File: src/design/mrq_front.sv
module mrq_front (
    input  logic               aclk,
    input  logic               aresetn,
    input  logic               s_axis_tvalid,
    output logic               s_axis_tready,
    input  logic [15:0]        s_axis_tdata,
    output logic               q_valid,
    input  logic               q_ready,
    output logic signed [15:0] q_sample
);

    logic               full_reg;
    logic signed [15:0] data_reg;

    assign s_axis_tready = !full_reg || q_ready;
    assign q_valid = full_reg;
    assign q_sample = data_reg;

    always_ff @(posedge aclk) begin
        if (!aresetn) begin
            full_reg <= 1'b0;
        end else if (s_axis_tready) begin
            full_reg <= s_axis_tvalid;
        end
        if (s_axis_tvalid && s_axis_tready) begin
            data_reg <= s_axis_tdata;
        end
    end

endmodule

File: config.mk
export PLATFORM = sky130hd
export DESIGN_NAME = mrq_front
export DESIGN_NICKNAME = d
export VERILOG_FILES = /design/src/design/mrq_front.sv
export SDC_FILE = /design/constraint.sdc
export NUM_CORES = 1
export LEC_CHECK = 0
export BUFFER_PORTS_ARGS = -buffer_cell sky130_fd_sc_hd__clkbuf_2
export CORE_UTILIZATION = 30
export DETAILED_ROUTE_END_ITERATION = 6
export GPL_TIMING_DRIVEN = 0
export SLEW_MARGIN = 5
export SYNTH_ARGS = -nofsm -noshare
export SYNTH_HDL_FRONTEND = slang
export SYNTH_SLANG_ARGS = --single-unit
File: constraint.sdc
create_clock -name aclk -period 2 [get_ports aclk]
set_input_delay 0.1 -clock aclk [delete_from_list [all_inputs] [get_ports aclk]]
set_output_delay 0.1 -clock aclk [all_outputs]
set_load 0.005 [all_outputs]
==> results.cfg, run 1 <==
[floorplan]
start_util_pct = 33.75
die_w_um = 44.35
dieHeight_um = 44.35
die_area_mm2 = 0.001967
core_mm2 = 0.001594
num_rows = 14
io_pins = 38

[clock_network]
htree_levels = 1
insertion_delay_ns = 0.28
cts_resized = 0
hold_buffers = 15
cts_num_sinks = 17
cts_buffer_depth = 2
post_cts_buffers = 0
cts_buffers = 3
cts.clk_slew.worst_paths_ns = 0.10
cts_root_buf = clkbuf_4
cts_tree = built

[global_route]
antenna_found_initial = 0
grt_max_degree = 17
gr-usage-all-layers_pct = 11.50
first_global_vias = 362
grt_pass1_wl_um = 1552
overflow = 0

[layout]
syn2layout_area_growth_pct = 74.65
fin_area_um2 = 939.7
drive_above_1_share_pct = 55.13
fillers = 132
n_antenna_cell = 0
final_cells = 102
nNetsFinal = 99

[logic_synthesis]
yosys.area.top_type = edfxtp_1
synth_edf_count = 16
synth_ff_type = edfxtp_1
synth_seq_cells = 17
synthesis.instances = 21
yosysSeqAreaShare_pct = 93.02
yosysMostFrequentCell = edfxtp_1
synthArstFlopShare_pct = 0
netlist_area_um2 = 538.0
syn_nets = 41
yosysUniqueCellTypes = 6
syn_area_per_cell_um2 = 25.62
synthTopCellsByArea = edfxtp_1, dfxtp_1, nand2b_4, a21boi_2, and2_4
synth_top_area_share_pct = 89.30
ys_warn_count = 0

[timing]
clock_skew_ns = 0.0006181
finalSetupViolCount = 0
drv_slew = 0
slew_headroom_pct = 85.83
finalHoldWorstSlack_ns = 0.04007
max_freq_mhz = 1002
finalHoldViolCount = 0
fin_crit_ns = 0.9985
rsz0062_at_grt = no
finalCritPeriodShare_pct = 49.92
setup-tns-final_ns = 0
worst_slew_pin_slew_ns = 0.2125

[run_status]
status = finished, final reports clean

[drt]
wl_per_cell_um = 11.03
route.detailed.drc = 0
route.vias.total = 400
drt_iter0_drc = 6
via_per_inst = 3.922
firstDrtPassIters = 3
wirelength_um = 1125
antenna_left = 0

[worst_hold_path]
hold_path_class = in -> reg

[setup_path]
path_max_fanout = 16
path_buf_inv = 0
crit_arrival_ns = 0.98
max_stage_delay_ns = 0.34
crit_type = reg -> reg
cp.required_ns = 1.98
crit_slowest_cell = dfxtp_1
crit_family = simple AND/OR/NAND/NOR gates
cp-end-kind = flip-flop
critPathLaunchType = flip-flop
crit_chain = nand2b_4, and2_4

[placed_design]
io_buffers = 37
placed_cells = 82
gp_congestion = 0.6238
placed_cell_area_um2 = 753.2

[power_and_ir_drop]
leakage_nw = 0.4192
power.density_mw_per_mm2 = 720.8
vdd_ir_drop_max_uv = 392.5

[run]
cap_violations = 0
[path summary, 6_finish.rpt]
kind / startpoint / to / slack [ns] / cells past startpoint
worst min-delay path: s_axis_tvalid / q_valid / 0.04 / 3
worst max-delay path: q_valid / q_sample[8] / 1.00 / 2
worst min register to register: q_valid / q_valid / 0.51 / 2
worst max register to register: q_valid / q_sample[8] / 1.00 / 2
[worst register-to-register path: cells and delay by family (launching register included)]
family,cells,cell delay [ns]
AND/OR/NAND/NOR,2,0.35
flip-flops,1,0.34
[flip-flops by register name (all words and copies together) (netlist names)]
name and cells:
q_sample 16, q_valid 1
[layer usage]
metal  routed length [um]  vias up  part of all wire, %  global-route usage [%]
li1                     -      193                    -                       -
met1                  447      194                   40                   12.90
met2                  649       13                   58                   20.59
met3                   27        0                  2.4                       0
met4                    0        0                    0                   9.091
met5                    0        -                    0                       0
[cells in the final DEF, fill, tap and decap left out]
cell / count
clkbuf_2: 37
dlygate4sd3_1: 16
edfxtp_1: 16
clkbuf_4: 3
nand2b_4: 1
inv_1: 1
a21boi_2: 1
and2_4: 1
clkbuf_1: 1
dfxtp_1: 1
[cell type report]
| type | instances | area, um2 | area share (%) |
|---|---|---|---|
| inverters | 1 | 3.754 | 0.3995 |
| flip-flops and latches | 17 | 500.5 | 53.26 |
| well taps | 24 | 30.03 | 3.196 |
| multi-input cells | 3 | 33.78 | 3.595 |
| repair buffers | 53 | 345.3 | 36.75 |
| clock buffers | 4 | 26.28 | 2.796 |
[cells by family after synthesis]
logic type	Yosys count	synth area share, %
flops	17	93.02
simple gates	2	4.186
compound gates	1	2.093
buf+inv	1	0.6970
[power breakdown]
part | leakage, nW | switching, mW | internal (mW)
clock network | 0.0150 | 0.102 | 0.0773
registers | 0.163 | 0.00597 | 0.413
logic | 0.241 | 0.0285 | 0.0505
[metrics by stage]
step | util, % | worst slack (ns) | total power, mW
after detailed placement | 47.25 | 1.004 | 0.4815
after global placement | 47.25 | 1.011 | 0.4806
after floorplan | - | 1.041 | 0.4422
final | 58.95 | 1.002 | 0.6773
after global routing | 58.95 | 0.9685 | 0.7083
after CTS | 58.32 | 0.9884 | 0.6741
(Power assumes the default switching activity.)
==> run 2: changes to the inputs <==
ABC_AREA = 1   (was default)
clock period = 1 ns   (was 2 ns; I/O delays follow)
==> run 2 against run 1 <==
Compared with the run above: non-clock buffer count grew 3; fmax is 2.8% higher; highest routed layer is now met4; final cell count is 2.9% lower; critical path type unchanged.
==> results.cfg, run 2 <==
[run_status]
status = finished, final reports clean

[global_route]
gr-usage-all-layers_pct = 12.15
grt_max_degree = 15
first_global_vias = 417
antenna_found_initial = 0
grt_pass1_wl_um = 1656
overflow = 0

[drt]
antenna_left = 0
via_per_inst = 4.131
route.detailed.drc = 0
wl_per_cell_um = 10.20
firstDrtPassIters = 7
route.vias.total = 409
drt_iter0_drc = 12
wirelength_um = 1010

[layout]
n_antenna_cell = 0
nNetsFinal = 104
syn2layout_area_growth_pct = 83.76
fillers = 132
final_cell_mix = clkbuf_2, dlygate4sd3_1, edfxtp_1
layout_commonest_cell = clkbuf_2
drive_above_1_share_pct = 57.83
largest_register_ffs = 16

[logic_synthesis]
yosysMostFrequentCell = edfxtp_1
ys_warn_count = 0
synth_common_cells = edfxtp_1, inv_1
synthTopCellsByArea = edfxtp_1, dfxtp_1, a21oi_2, inv_1, nand2_2
yosysSeqAreaShare_pct = 94.12
synthArstFlopShare_pct = 0
syn_area_per_cell_um2 = 23.12
synth_seq_cells = 17
synthesis.instances = 23
synth_edf_count = 16
yosys.area.top_type = edfxtp_1
synth_top_area_share_pct = 90.35
synth_ff_type = edfxtp_1
syn_nets = 43
yosysUniqueCellTypes = 7
netlist_area_um2 = 531.8

[clock_network]
cts_buffer_depth = 2
htree_levels = 1
cts_tree = built
insertion_delay_ns = 0.28
cts_buffers = 3
cts_resized = 0
cts_num_sinks = 17
cts_root_buf = clkbuf_4
cts.clk_slew.worst_paths_ns = 0.10

[power_and_ir_drop]
clock_power_share_pct = 25.9
combPwrFrac_pct = 12.9
p_sw_mw = 0.2806
leakage_nw = 0.4377
vdd_ir_drop_max_uv = 930.5
intPower_mw = 1.092
pwr-share-seq_pct = 61.1
p_sw_share_pct = 20.44
power.density_mw_per_mm2 = 1404
p_total_mw = 1.372

[timing]
setup-tns-final_ns = 0
fin_crit_ns = 0.9715
finalSetupViolCount = 0
worst_slew_pin_slew_ns = 0.1493
finalHoldWorstSlack_ns = 0.03452
fin_ws_ns = 0.02849
max_freq_mhz = 1029
slew_headroom_pct = 90.02
finalHoldViolCount = 0
finalCritPeriodShare_pct = 97.15
clock_skew_ns = 0.0002599
drv_slew = 0
rsz0062_at_grt = yes

[run]
cap_violations = 0

[floorplan]
dieHeight_um = 44.10
io_pins = 38
die_w_um = 44.10
core_mm2 = 0.001577
start_util_pct = 33.73
num_rows = 14
die_area_mm2 = 0.001945

[placed_design]
io_buffers = 37
dp_slack_ns = -0.1405
gp_congestion = 0.6204

[worst_hold_path]
whs_endpoint = q_valid
hold_depth = 4
min_from = q_ready
hold_path_class = in -> reg

[setup_path]
r2r_setup_slack_ns = 0.03
critPathLaunchType = flip-flop
cp-end-kind = flip-flop
crit_arrival_ns = 0.98
path_max_fanout = 14
crit_type = reg -> reg
reg2regPathDepth = 2
cp.required_ns = 1.01
r2r-end = q_sample[5]
critical_path.reg2reg.startpoint = q_valid
-- run 2: final cells by class --
| type | instances | area [um2] | area share, % |
|---|---|---|---|
| clock inverter | 1 | 7.507 | 0.7682 |
| timing repair buffer | 56 | 382.9 | 39.18 |
| tap | 16 | 20.02 | 2.049 |
| clock buffer | 3 | 22.52 | 2.305 |
| inverter | 3 | 11.26 | 1.152 |
| sequential | 17 | 501.7 | 51.34 |
| multi-input combinational | 3 | 31.28 | 3.201 |
-- run 2: timing repair --
item	in CTS	in global routing
setup endpoints to repair	16	14
hold endpoints to repair	17	0
setup buffers	2	0
pin swaps	1	0
hold buffers	17	0
-- run 2: power by group through the flow --
stage | registers (mW) | logic (mW) | clock network (mW)
after global routing | 0.844 | 0.195 | 0.411
final | 0.839 | 0.177 | 0.356
after detailed placement | 0.856 | 0.111 | 0
after floorplan | 0.862 | 0.0249 | 0
after global placement | 0.855 | 0.110 | 0
after CTS | 0.840 | 0.179 | 0.377
-- run 2: kinds of logic after synthesis --
group                  Yosys count  share of synthesized area [%]
DFF                             17                          94.12
and+or+nand+nor                  1                          1.177
buffers and inverters            3                          2.117
AOI/OAI and AO/OA                2                          2.588
-- run 2: per-stage QoR --
| step | util [%] | instance area, um2 | cells |
|---|---|---|---|
| 2_1_floorplan | - | 544.3 | 23 |
| 3_3_place_gp | 47.54 | 749.5 | 76 |
| 4_1_cts | 61.98 | 977.2 | 99 |
| 5_1_grt | 61.98 | 977.2 | 99 |
| 6_report | 61.98 | 977.2 | 99 |
| 3_5_place_dp | 47.54 | 749.5 | 76 |
-- run 2: per-layer routing --
layer	part of all wire, %	up-vias	GRT usage (%)
met5	0	-	0
met4	0.40	0	5.455
met3	12	2	5.306
met2	45	32	20.00
met1	42	169	13.62
li1	-	206	-
-- run 2: how the worst max path moves through the flow --
stage	from	to	slack, ns	cells past startpoint
global placement	q_valid	q_sample[0]	-0.13	1
global route	q_valid	q_sample[11]	-0.03	2
finish	q_valid	q_sample[5]	0.03	2
detailed placement	q_valid	q_sample[7]	-0.14	1
CTS	q_valid	q_sample[0]	0.03	2
floorplan	q_valid	q_sample[0]	-0.03	1
-- run 2: worst max-delay path, stage by stage, from the launching register on --
cell,delay (ns)
dfxtp_2,0.35
a21oi_4,0.18
buf_12,0.16
==> run 3: changes to the inputs <==
CELL_PAD_IN_SITES_DETAIL_PLACEMENT = 1   (was default)
CELL_PAD_IN_SITES_GLOBAL_PLACEMENT = 1   (was default)
CORE_UTILIZATION = 29   (was 30)
PLACE_DENSITY_LB_ADDON = 0.1   (was default)
==> run 3 against run 2 <==
Compared with the run above: combinational power about the same; fmax is 1.2% higher; sequential cell count did not move; count of clock-buffer cells in the layout grew 1; via count up 6.8%; critical path depth unchanged; die area is 3.3% higher; non-clock buffer count shrank 1; core utilization down 5.4 points; sequential power barely moved.
==> results.cfg, run 3 (synthesized netlist as in run 2, its figures left out) <==
[global_route]
grt_max_degree = 17
overflow = 0
antenna_found_initial = 0
gr-usage-all-layers_pct = 12.75
grt_pass1_wl_um = 1745
first_global_vias = 434

[worst_hold_path]
hold_depth = 4
hold_path_class = in -> reg
min_from = q_ready
whs_endpoint = q_valid

[clock_network]
cts.clk_slew.worst_paths_ns = 0.09
htree_levels = 1
cts_tree = built
insertion_delay_ns = 0.28
cts_buffers = 3
cts_root_buf = clkbuf_4
cts_num_sinks = 17
cts_buffer_depth = 2
cts_resized = 0

[layout]
n_antenna_cell = 0
seq_area_um2 = 501.7
syn2layout_area_growth_pct = 83.76
final_core_util_pct = 56.59
drive_above_1_share_pct = 56.10
largest_register_ffs = 16
multi_input_area_um2 = 31.28
nNetsFinal = 103
layout_commonest_cell = clkbuf_2
final_cell_mix = clkbuf_2, dlygate4sd3_1, edfxtp_1
fillers = 191

[floorplan]
core_mm2 = 0.001727
start_util_pct = 30.80
die_area_mm2 = 0.002009
io_pins = 38
num_rows = 15
dieHeight_um = 44.82
die_w_um = 44.82

[drt]
drt_iter0_drc = 4
antenna_left = 0
route.detailed.drc = 0
wl_per_cell_um = 10.64
wirelength_um = 1138
via_per_inst = 4.084
firstDrtPassIters = 4
route.vias.total = 437

[setup_path]
max_stage_delay_ns = 0.35
cp-end-kind = flip-flop
r2r_setup_slack_ns = 0.04
critical_path.reg2reg.startpoint = q_valid
critPathLaunchType = flip-flop
path_max_fanout = 16
cp.required_ns = 1.00
crit_chain = a21oi_4, buf_12
r2r-end = q_sample[5]
crit_slowest_cell = dfxtp_2
crit_arrival_ns = 0.96
crit_type = reg -> reg
reg2regPathDepth = 2

[power_and_ir_drop]
leakage_nw = 0.4338
pwr-share-seq_pct = 61.7
vdd_ir_drop_max_uv = 731.0
p_sw_share_pct = 19.79
power.density_mw_per_mm2 = 1393
clock_power_share_pct = 25.6
combPwrFrac_pct = 12.8
p_sw_mw = 0.2694
intPower_mw = 1.092

[timing]
worst_slew_pin_slew_ns = 0.1371
finalCritPeriodShare_pct = 96.00
fin_ws_ns = 0.03996
setup-tns-final_ns = 0
rsz0062_at_grt = no
slew_headroom_pct = 90.85
fin_crit_ns = 0.9600
finalSetupViolCount = 0
max_freq_mhz = 1042
clock_skew_ns = 0.002916
finalHoldViolCount = 0
drv_slew = 0

[placed_design]
io_buffers = 37
dp_hpwl_um = 676.8
gp_congestion = 0.5461
dp_slack_ns = -0.1458

[run_status]
status = finished, final reports clean

[run]
cap_violations = 0
[run 3: final cells by class]
type	count	area share, %
timing repair buffer	55	38.41
inverter	3	1.152
clock buffer	4	2.689
sequential	17	51.34
multi-input combinational	3	3.201
tap	25	3.201
[run 3: how the worst max path moves through the flow]
stage	end	from	cells past startpoint
finish	q_sample[5]	q_valid	2
global placement	q_sample[4]	q_valid	1
floorplan	q_sample[0]	q_valid	1
global route	q_sample[8]	q_valid	2
detailed placement	q_sample[5]	q_valid	1
CTS	q_sample[5]	q_valid	2
[run 3: power by group through the flow]
stage                     Sequential [mW]  Clock, mW  Combinational [mW]
after floorplan                     0.862          0              0.0249
after global placement              0.855          0               0.109
after detailed placement            0.856          0               0.110
after CTS                           0.839      0.371               0.175
after global routing                0.843      0.401               0.192
final                               0.839      0.348               0.174
[run 3: what timing repair did]
item                                    in CTS  in global routing
setup buffers                                1                  0
endpoints found under the hold margin       17                  0
hold buffers                                17                  0
endpoints found under the setup margin      16                  0
[run 3: metrics by stage]
stage               cells  total power [mW]  area, um2  hold WS [ns]
floorplan              23            0.8872      544.3        0.1489
global placement       85            0.9638      760.7        0.2279
detailed placement     85            0.9666      760.7        0.2292
CTS                   107             1.385      977.2       0.03071
global route          107             1.435      977.2       0.04328
finish                107             1.361      977.2       0.04266
[run 3: layer usage]
layer	GRT usage [%]	share of wire, %
met4	5.455	0
met5	0	0
met3	4.000	6.0
met1	11.35	32
met2	25.59	62
[run 3: worst max-delay path, delay by kind of cell, from the launching register on]
family                 cells  cell delay (ns)
DFF                        1             0.35
buffers and inverters      1             0.16
AOI/OAI and AO/OA          1             0.16
